===== config.mk =====
export PLATFORM = sky130hd
export DESIGN_NAME = bbc_ram
export DESIGN_NICKNAME = d
export VERILOG_FILES = /design/src/rtl/core/bbc_ram.sv
export SDC_FILE = /design/constraint.sdc
export NUM_CORES = 1
export LEC_CHECK = 0
export ABC_AREA = 1
export BUFFER_PORTS_ARGS = -buffer_cell sky130_fd_sc_hd__buf_4
export CAP_MARGIN = 20
export CORE_UTILIZATION = 47
export DETAILED_ROUTE_END_ITERATION = 8
export GPL_ROUTABILITY_DRIVEN = 0
export PLACE_DENSITY = 0.61
export SLEW_MARGIN = 20
export SYNTH_ARGS = -nofsm -noshare
export SYNTH_HDL_FRONTEND = slang
export SYNTH_SLANG_ARGS = --single-unit
export TNS_END_PERCENT = 100

===== constraint.sdc =====
create_clock -name clk -period 3.5 [get_ports clk]
set_input_delay 1.05 -clock clk [delete_from_list [all_inputs] [get_ports clk]]
set_output_delay 1.05 -clock clk [all_outputs]
set_load 0.03 [all_outputs]

===== src/rtl/core/bbc_ram.sv =====
// Generic single-write, single-read RAM with a registered read port.
`default_nettype none

module bbc_ram #(
	parameter int WIDTH = 8,
	parameter int DEPTH = 64
) (
	input  wire logic                     clk,
	input  wire logic                     we,
	input  wire logic [$clog2(DEPTH)-1:0] waddr,
	input  wire logic [WIDTH-1:0]         wdata,
	input  wire logic [$clog2(DEPTH)-1:0] raddr,
	output logic      [WIDTH-1:0]         rdata
);

	logic [WIDTH-1:0] mem [DEPTH];

	always_ff @(posedge clk) begin
		if (we) begin
			mem[waddr] <= wdata;
		end
		rdata <= mem[raddr];
	end

endmodule

`default_nettype wire


---- Word level (Yosys, flattened, before mapping) ----
Memory sizes are Yosys's and may differ from the RTL's. A register that Yosys moved wholly into a read port is not among the register bits.
Cells that the tools add are included.
word-level totals
  memory bits (read-only) ................. 0
  word-level logic and storage cells ...... 3
  memories ................................ 1
  bits in latches ......................... 0
  bits in writable memories ............... 512
  bits in registers ....................... 0
  output and inout port bits .............. 8
  input port bits ......................... 22
operators by class
  reduce and logical (&&, ||, !) cells .... 0
  magnitude comparators ................... 0
  add/subtract/negate cells ............... 0
  equal/unequal tests ..................... 0
  multiply operators ...................... 0
  div/mod/pow operators ................... 0
  bitwise operators ....................... 0
  multiplexer cells ....................... 2
  shift operators ......................... 0
memory list
  memory  words  bits a word  rd ports  clocked after Yosys merged registers in  wr ports  RTL line  text
  mem     64     8            1         1                                        1         16        logic [WIDTH-1:0] mem [DEPTH];
operators with widths
  kind              number
  1-bit 2-to-1 mux  2

---- Logic depth before layout (Yosys ltp) ----
Gate-level depths: netlist (run 1).
  depth in word-level cells ............... 2
  depth in mapped cells ................... 12
  mapped depth without buffers ............ 9

---- Worst setup path after synthesis (run 1) ----
Ideal clock, no wire load.
  kind .................................... in2reg
  start ................................... in we
  end ..................................... mem mem[48][0], enable pin
  setup slack ............................. 684 ps
  buffers on the path ..................... 1
  cell stages on the path ................. 3
  data required time ...................... 3105 ps
  arrival time ............................ 2421 ps
  path through ............................ clkbuf_1 > nand4_1 > nor4_1
between the ends
  cells in the longest elaborated chain, start to end .. 2
RTL lines
  item                                    RTL line  text
  start: declaration                      9         input wire logic we,
  1-bit 2-to-1 mux                        19        if (we) begin
  1-bit 2-to-1 mux (not written as such)  20        mem[waddr] <= wdata;
  end: declaration                        16
Every way passes these cells.

==> results.json, run 1 <==
{
  "busiest_layer": "met2",
  "final_core_util_pct": 53.6,
  "cts.sinks": 520,
  "drtIter0Drc": 1405,
  "total_leakage_power_nw": 8.65,
  "finalCritPeriodShare_pct": 69.9,
  "nNetsFinal": 1878,
  "cts-hold-fix-buffers": 0,
  "grt_pass1_vias": 13400,
  "wl_per_cell_um": 22.2,
  "setup_violations": 0,
  "grt_usage_pct": 24.1,
  "post_cts_resized": 0,
  "io_pins": 30,
  "num_vias": 13900,
  "timing.final.hold_violations": 0,
  "status": "finished clean",
  "met1_usage_pct": 35.1,
  "grt_max_degree": 73,
  "ys_warn_count": 0,
  "final_antenna_net_count": 0,
  "cts_buffers": 53,
  "peakVddDrop_v": 0.000354,
  "route.detailed.drc": 0,
  "min_period_ns": 2.45,
  "dr.pass1.iters": 5,
  "grt.overflow.total": 0,
  "hold_class": "in2reg",
  "clkPwrFrac_pct": 41.1,
  "clock_latency_ns": 0.59,
  "r2r_cells": 8,
  "synth_top_cell_by_area": "edfxtp_1",
  "syn_nets": 1827,
  "clock.fmax_ghz": 0.409,
  "worst_pin_slew_ns": 0.891,
  "synth_cell_types": 16,
  "multi_input_area_sq_um": 4950,
  "holdPathStages": 3,
  "htreeDepth": 2,
  "synth.most_common_cell": "nand2_1",
  "core-area_sq_um": 44500,
  "combPwrFrac_pct": 6.4,
  "place_ws_ns": 0.509,
  "vias_per_cell": 5.58,
  "worst-path-max-fanout": 58,
  "die-area_sq_um": 46300,
  "port_buffers": 29,
  "maxSlewViolCount": 0,
  "async_flop_share_pct": 0,
  "fin_ws_ns": 1.05,
  "drive_gt1_share_pct": 9.44,
  "cp-end-kind": "flop",
  "synthTopCellsByCount": "nand2_1, edfxtp_1, nand3_1",
  "die_height_um": 215,
  "syn2layout_area_growth_pct": 11.9,
  "antenna_found_initial": 4,
  "synth.area.top_cells": "edfxtp_1, nand2_1, nand3_1",
  "fp.dieW_um": 215,
  "regArea_sq_um": 15500,
  "grt_pass1_wl_mm": 83.5,
  "synth_enable_flop_cells": 512,
  "met3_usage_pct": 4.26,
  "crit_arrival_ns": 2.98,
  "fillers": 3804,
  "cap_violations": 0,
  "syn_area_per_cell_sq_um": 11.8,
  "clockRootBuffer": "clkbuf_16",
  "grt_setup_unrepaired": "false",
  "required_ns": 4.04,
  "synth_ff_type": "edfxtp_1",
  "start_kind": "primary input",
  "cts_buffer_depth": 3,
  "pwr-share-seq_pct": 52.4,
  "switchingPower_w": 0.00297,
  "intPower_w": 0.0102,
  "gr-usage-met2_pct": 36.1,
  "synth_top_area_share_pct": 72.0,
  "fin_skew_ns": 0.0189,
  "routed_wirelength_mm": 55.2,
  "initial_core_util_pct": 47.9,
  "p_per_area_nw_per_um2": 553,
  "rows": 77,
  "slew_headroom_pct": 40.4,
  "postCtsSetupRepairBufs": 0,
  "syn_inst": 1805,
  "tns_ns": 0,
  "swShare_pct": 22.5,
  "crit_type": "in2reg",
  "ys_ff_latch": 520,
  "cts_tree": "yes",
  "synth_area_sq_um": 21300,
  "synth-seq-area-share_pct": 72.8,
  "clkTransAtPathRegs_ns": 0.06,
  "dp_hpwl_mm": 31.7
}
[state kept, by name, indices dropped and copies added, names as in the netlist]
signal  flops
rdata       8
mem       512
[per-stage QoR]
stage	hold slack, ns	area (sq um)	total power (W)	cells
detailed placement	0.801	22300	0.00790	2393
global placement	0.798	22300	0.00789	2393
global route	0.816	23900	0.0136	2488
floorplan	0.722	21300	0.00754	1805
CTS	0.785	23900	0.0133	2488
finish	0.813	23900	0.0132	2489
[cell usage in the layout (no fill, tap or decap)]
| cell type | instances |
|---|---|
| nand4_1 | 9 |
| buf_12 | 12 |
| clkbuf_1 | 10 |
| nor2_1 | 56 |
| clkbuf_16 | 53 |
| bufinv_16 | 5 |
| diode_2 | 1 |
| edfxtp_1 | 512 |
| nor4_1 | 8 |
| inv_4 | 1 |
| buf_4 | 96 |
| nand2_1 | 648 |
| dfxtp_1 | 8 |
| nand3_1 | 439 |
| clkinv_1 | 19 |
| inv_1 | 8 |
| clkinv_2 | 8 |
| inv_2 | 2 |
| inv_8 | 1 |
| clkbuf_8 | 1 |
[path summary, 6_finish.rpt]
kind / endpoint / start / slack (ns)
max: rdata[7] / raddr[0] / 1.05
min: rdata[6] / raddr[5] / 0.81
max reg2reg: rdata[5] / mem[47][5] / 2.11
min reg2reg: rdata[5] / mem[56][5] / 0.83
[power groups by stage]
stage               Sequential [W]  Clock, W  Combinational [W]
floorplan                  0.00706         0           0.000484
global placement           0.00705         0           0.000841
detailed placement         0.00705         0           0.000848
CTS                        0.00692   0.00550           0.000851
global route               0.00692   0.00574           0.000926
finish                     0.00692   0.00543           0.000848
[cells by family after synthesis]
group	share of synthesized area [%]
flip-flops	72.8
AND/OR/NAND/NOR	23.2
buffers and inverters	4.02
[worst max-delay path, stage by stage]
cell and delay (ns):
clkbuf_8 0.23, inv_8 0.35, buf_12 0.31, nand2_1 0.10, nand3_1 0.09, nand3_1 0.11
nand2_1 0.11, nand2_1 0.07, nand3_1 0.20, nand3_1 0.16, nand2_1 0.10
[cell type report]
class | instances | share of cell area [%]
multi-input combinational | 1160 | 20.7
inverter | 12 | 0.231
clock inverter | 32 | 1.10
clock buffer | 63 | 5.71
timing repair buffer | 109 | 4.08
sequential | 520 | 65.1
antenna | 1 | 0.0105
tap | 592 | 3.10
[layer usage]
metal / wire length [um] / vias up
met3: 4210 / 100
met4: 1870 / 4
met1: 24300 / 6842
met5: 24 / -
met2: 24800 / 498
li1: - / 6448
No activity file was read; power rests on OpenSTA's default activity.
==> run 2, diff against run 1 <==
PLACE_DENSITY = 0.64   (was 0.61)
clock period = 2 ns   (was 3.5 ns; I/O delays follow)
==> run 2 against run 1 <==
Clock power is 74% higher. Via count is 2.3% higher. Clock-buffer cell count is 8 higher. Highest routed layer unchanged.
==> results.json, run 2 (synthesized netlist as in run 1, its figures left out) <==
{
  "grt_pass1_vias": 13500,
  "hold_start": "raddr[5]",
  "clkPwrFrac_pct": 40.8,
  "grt_pass1_wl_mm": 82.5,
  "setup_violations": 0,
  "crit_path_max_incr_delay_ns": 0.46,
  "swShare_pct": 22.2,
  "hold_path_end": "rdata[5]",
  "start_kind": "flop",
  "post_cts_resized": 0,
  "top_regs": "mem: 512 flops, rdata: 8 flops",
  "rows": 77,
  "wl_per_cell_um": 21.1,
  "route.detailed.drc": 0,
  "grt_usage_pct": 23.6,
  "cts.sinks": 520,
  "required_ns": 1.40,
  "htreeDepth": 2,
  "fin_cells": 2547,
  "io_pins": 30,
  "worst-r2r-setup-slack_ns": 0.61,
  "cts-hold-fix-buffers": 0,
  "cp_top_family": "flip-flops",
  "cap_violations": 0,
  "largest_register_ffs": 512,
  "holdPathStages": 3,
  "total_leakage_power_nw": 9.03,
  "core-area_sq_um": 44500,
  "crit_start": "rdata[4]",
  "cts_buffer_depth": 3,
  "fin_skew_ns": 0.0150,
  "nNetsFinal": 1939,
  "die_height_um": 215,
  "switchingPower_w": 0.00514,
  "dr.pass1.iters": 5,
  "cts_tree": "yes",
  "clock_latency_ns": 0.58,
  "worst-path-max-fanout": 1,
  "regMostFlops": "mem",
  "port_buffers": 29,
  "final_area_sq_um": 24600,
  "most-common-layout-cells": "nand2_1, edfxtp_1, nand3_1",
  "grt_setup_unrepaired": "false",
  "grt.overflow.total": 0,
  "hold_class": "in2reg",
  "finalCritPeriodShare_pct": 93.2,
  "cts_buffers": 53,
  "worstPathCellList": "buf_4",
  "crit_type": "reg2out",
  "initial_core_util_pct": 47.9,
  "dp_hpwl_mm": 32.4,
  "clockRootBuffer": "clkbuf_16",
  "syn2layout_area_growth_pct": 15.4,
  "num_vias": 14200,
  "postCtsSetupRepairBufs": 0,
  "diodes": 0,
  "slew_headroom_pct": 50.3,
  "drive_gt1_share_pct": 12.8,
  "grt_max_degree": 100,
  "antenna_found_initial": 1,
  "crit_arrival_ns": 1.26,
  "p_total_w": 0.0232,
  "status": "finished clean",
  "r2r_end": "rdata[1]",
  "final_common_cell": "nand2_1",
  "min_period_ns": 1.86,
  "worst-path-buf-inv": 1,
  "timing.final.hold_violations": 0,
  "die-area_sq_um": 46300,
  "maxSlewViolCount": 0,
  "cp-end-kind": "primary output",
  "r2r-start": "mem[39][1]",
  "peakVddDrop_v": 0.000767,
  "clock.fmax_ghz": 0.536,
  "routed_wirelength_mm": 53.7,
  "combPwrFrac_pct": 6.9,
  "clkTransAtPathRegs_ns": 0.06,
  "tns_ns": 0,
  "p_per_area_nw_per_um2": 941,
  "pwr-share-seq_pct": 52.3,
  "fp.dieW_um": 215,
  "dp_cells": 2454,
  "intPower_w": 0.0180,
  "drtIter0Drc": 1394,
  "vias_per_cell": 5.58,
  "worst_pin_slew_ns": 0.745,
  "critPathSlowestCell": "dfxtp_1",
  "r2r_cells": 8,
  "placed_cell_area_sq_um": 23000,
  "final_antenna_net_count": 0
}
-- run 2: through the flow --
step | hold slack [ns] | utilization, % | setup slack, ns
floorplan | 0.699 | - | -0.176
detailed placement | 0.815 | 51.6 | -0.183
CTS | 0.339 | 55.3 | 0.129
global placement | 0.810 | 51.6 | -0.167
finish | 0.361 | 55.3 | 0.136
global route | 0.357 | 55.3 | 0.134
-- run 2: power groups by stage --
stage / registers [W] / clock network [W] / logic, W
2_1_floorplan: 0.0124 / 0 / 0.000861
3_3_place_gp: 0.0123 / 0 / 0.00158
3_5_place_dp: 0.0123 / 0 / 0.00159
4_1_cts: 0.0121 / 0.00959 / 0.00160
5_1_grt: 0.0121 / 0.00998 / 0.00174
6_report: 0.0121 / 0.00946 / 0.00160
-- run 2: final cells by class --
cell class	count	area (sq um)
fill	3673	19900
sequential	520	15500
multi-input combinational	1160	5010
timing repair buffer	170	1640
clock buffer	71	1420
tap	592	741
clock inverter	22	215
inverter	12	52.6
-- run 2: routing by layer --
layer / wire, um / part of all wire (%) / GRT usage (%) / up-vias
met5: 14 / 0.026 / 0 / -
li1: - / - / - / 6576
met3: 4220 / 7.9 / 3.40 / 92
met4: 1390 / 2.6 / 7.83 / 2
met1: 22700 / 42 / 33.3 / 6985
met2: 25400 / 47 / 37.7 / 561
-- run 2: how the worst max path moves through the flow --
stage                       to  slack, ns  cells past startpoint
floorplan           mem[49][0]      -0.18                      3
global placement      rdata[2]      -0.17                     10
detailed placement    rdata[1]      -0.18                     11
CTS                   rdata[4]       0.13                      1
global route          rdata[4]       0.13                      1
finish                rdata[4]       0.14                      1
==> run 3, diff against run 2 <==
clock period = 1.6 ns   (was 2 ns; I/O delays follow)
==> run 3 against run 2 <==
The run now ends with setup timing left. Worst setup slack got worse by 0.15 ns. Critical path type unchanged. Largest cell class unchanged. First-iteration DRC count up 8.3%. Sequential share of layout area down 0.88 points. Power grew 23%. Clock power increased by 18%. Routed wire length increased by 1.6%. Flip-flop and latch count did not move. Via count about the same. Critical path depth is the same. Register-to-register slack worse by 0.35 ns. Clock skew is 0.0025 ns higher. Core utilization up 0.86 points.
==> results.json, run 3 (synthesized netlist as in run 1, its figures left out) <==
{
  "status": "finished, violations left",
  "violations": "setup timing",
  "cts_buffers": 52,
  "crit_type": "reg2out",
  "cp_top_family": "flip-flops",
  "slew_headroom_pct": 44.3,
  "crit_start": "rdata[2]",
  "grt_usage_pct": 24.0,
  "p_total_w": 0.0285,
  "total_leakage_power_nw": 9.07,
  "setup_violations": 1,
  "fin_ws_ns": -0.0190,
  "regMostFlops": "mem",
  "worst-path-buf-inv": 1,
  "drtIter0Drc": 1510,
  "met3_usage_pct": 3.84,
  "grt.overflow.total": 0,
  "dp_hpwl_mm": 33.5,
  "r2r-start": "mem[41][2]",
  "cp-end-kind": "primary output",
  "maxSlewViolCount": 0,
  "clock_latency_ns": 0.59,
  "crit_path_max_incr_delay_ns": 0.41,
  "io_pins": 30,
  "num_vias": 14200,
  "dr.pass1.iters": 6,
  "grt_setup_unrepaired": "true",
  "largest_register_ffs": 512,
  "cts_buffer_depth": 3,
  "crit_arrival_ns": 1.14,
  "grt_max_degree": 65,
  "vias_per_cell": 5.56,
  "die-area_sq_um": 46300,
  "grt_pass1_wl_mm": 83.5,
  "port_buffers": 29,
  "critPathSlowestCell": "dfxtp_4",
  "worstPathCellList": "buf_6",
  "core-area_sq_um": 44500,
  "cts.sinks": 520,
  "most-common-layout-cells": "nand2_1, edfxtp_1, nand3_1",
  "fillers": 3658,
  "hold_class": "in2reg",
  "rows": 77,
  "nNetsFinal": 1951,
  "top_regs": "mem: 512 flops, rdata: 8 flops",
  "p_per_area_nw_per_um2": 1140,
  "grt_pass1_vias": 13700,
  "diodes": 0,
  "peakVddDrop_v": 0.000925,
  "final_common_cell": "nand2_1",
  "route.detailed.drc": 0,
  "antenna_found_initial": 1,
  "hold_start": "raddr[5]",
  "required_ns": 1.12,
  "routed_wirelength_mm": 54.5,
  "min_period_ns": 1.62,
  "initial_core_util_pct": 47.9,
  "wl_per_cell_um": 21.3,
  "gr-usage-met2_pct": 37.2,
  "final_antenna_net_count": 0,
  "cap_violations": 0,
  "clkTransAtPathRegs_ns": 0.06,
  "met1_usage_pct": 34.6,
  "drive_gt1_share_pct": 15.5,
  "fp.dieW_um": 215,
  "die_height_um": 215,
  "start_kind": "flop",
  "cts_tree": "yes",
  "clock.fmax_ghz": 0.618,
  "htreeDepth": 2,
  "finalCritPeriodShare_pct": 101,
  "place_ws_ns": -0.447,
  "busiest_layer": "met2",
  "syn2layout_area_growth_pct": 17.2,
  "clockRootBuffer": "clkbuf_16",
  "worst-path-max-fanout": 1,
  "worst_pin_slew_ns": 0.835,
  "timing.final.hold_violations": 0,
  "fin_skew_ns": 0.0175
}
## run 3: report_power, final
group | leakage [nW] | switching (W) | internal (W) | total [W]
Sequential | 4.68 | 0.0000672 | 0.0151 | 0.0152
Combinational | 3.66 | 0.00145 | 0.000686 | 0.00214
Clock | 0.734 | 0.00495 | 0.00622 | 0.0112
Total | 9.07 | 0.00647 | 0.0220 | 0.0285
## run 3: through the flow
| step | TNS (ns) | std cells | utilization (%) | instance area (sq um) | hold slack [ns] |
|---|---|---|---|---|---|
| 6_report | -0.0190 | 2556 | 56.2 | 25000 | 0.229 |
| 5_1_grt | -0.0558 | 2556 | 56.2 | 25000 | 0.231 |
| 4_1_cts | -0.0479 | 2556 | 56.2 | 25000 | 0.195 |
| 3_5_place_dp | -50.05 | 2467 | 52.7 | 23400 | 0.815 |
| 3_3_place_gp | -48.92 | 2467 | 52.7 | 23400 | 0.806 |
| 2_1_floorplan | -151.52 | 1805 | - | 21800 | 0.579 |
## run 3: layout make-up
type	instances	area, sq um	share of cell area (%)
repair buffers	183	1870	7.48
flip-flops and latches	520	15600	62.2
clock inverters	21	120	0.480
clock buffers	68	1390	5.57
well taps	592	741	2.96
multi-input cells	1160	5250	21.0
inverters	12	71.3	0.285
## run 3: per-layer routing
layer	part of all wire [%]	wire (um)	vias to the layer above
li1	-	-	6601
met1	43	23500	6937
met2	46	25000	588
met3	8.2	4480	94
met4	2.8	1520	2
met5	0.020	11	-
## run 3: timing repair
item | CTS | global route
setup endpoints to repair | 8 | 2
hold buffers | 0 | 0
buffers inserted | 0 | 0
gates resized for setup | 21 | 0
## run 3: final timing paths
path | to | slack, ns | cells after the start
hold / removal | rdata[6] | 0.23 | 3
setup reg to reg | rdata[2] | 0.26 | 8
hold reg to reg | rdata[5] | 0.80 | 8
setup / recovery | rdata[2] | -0.02 | 1
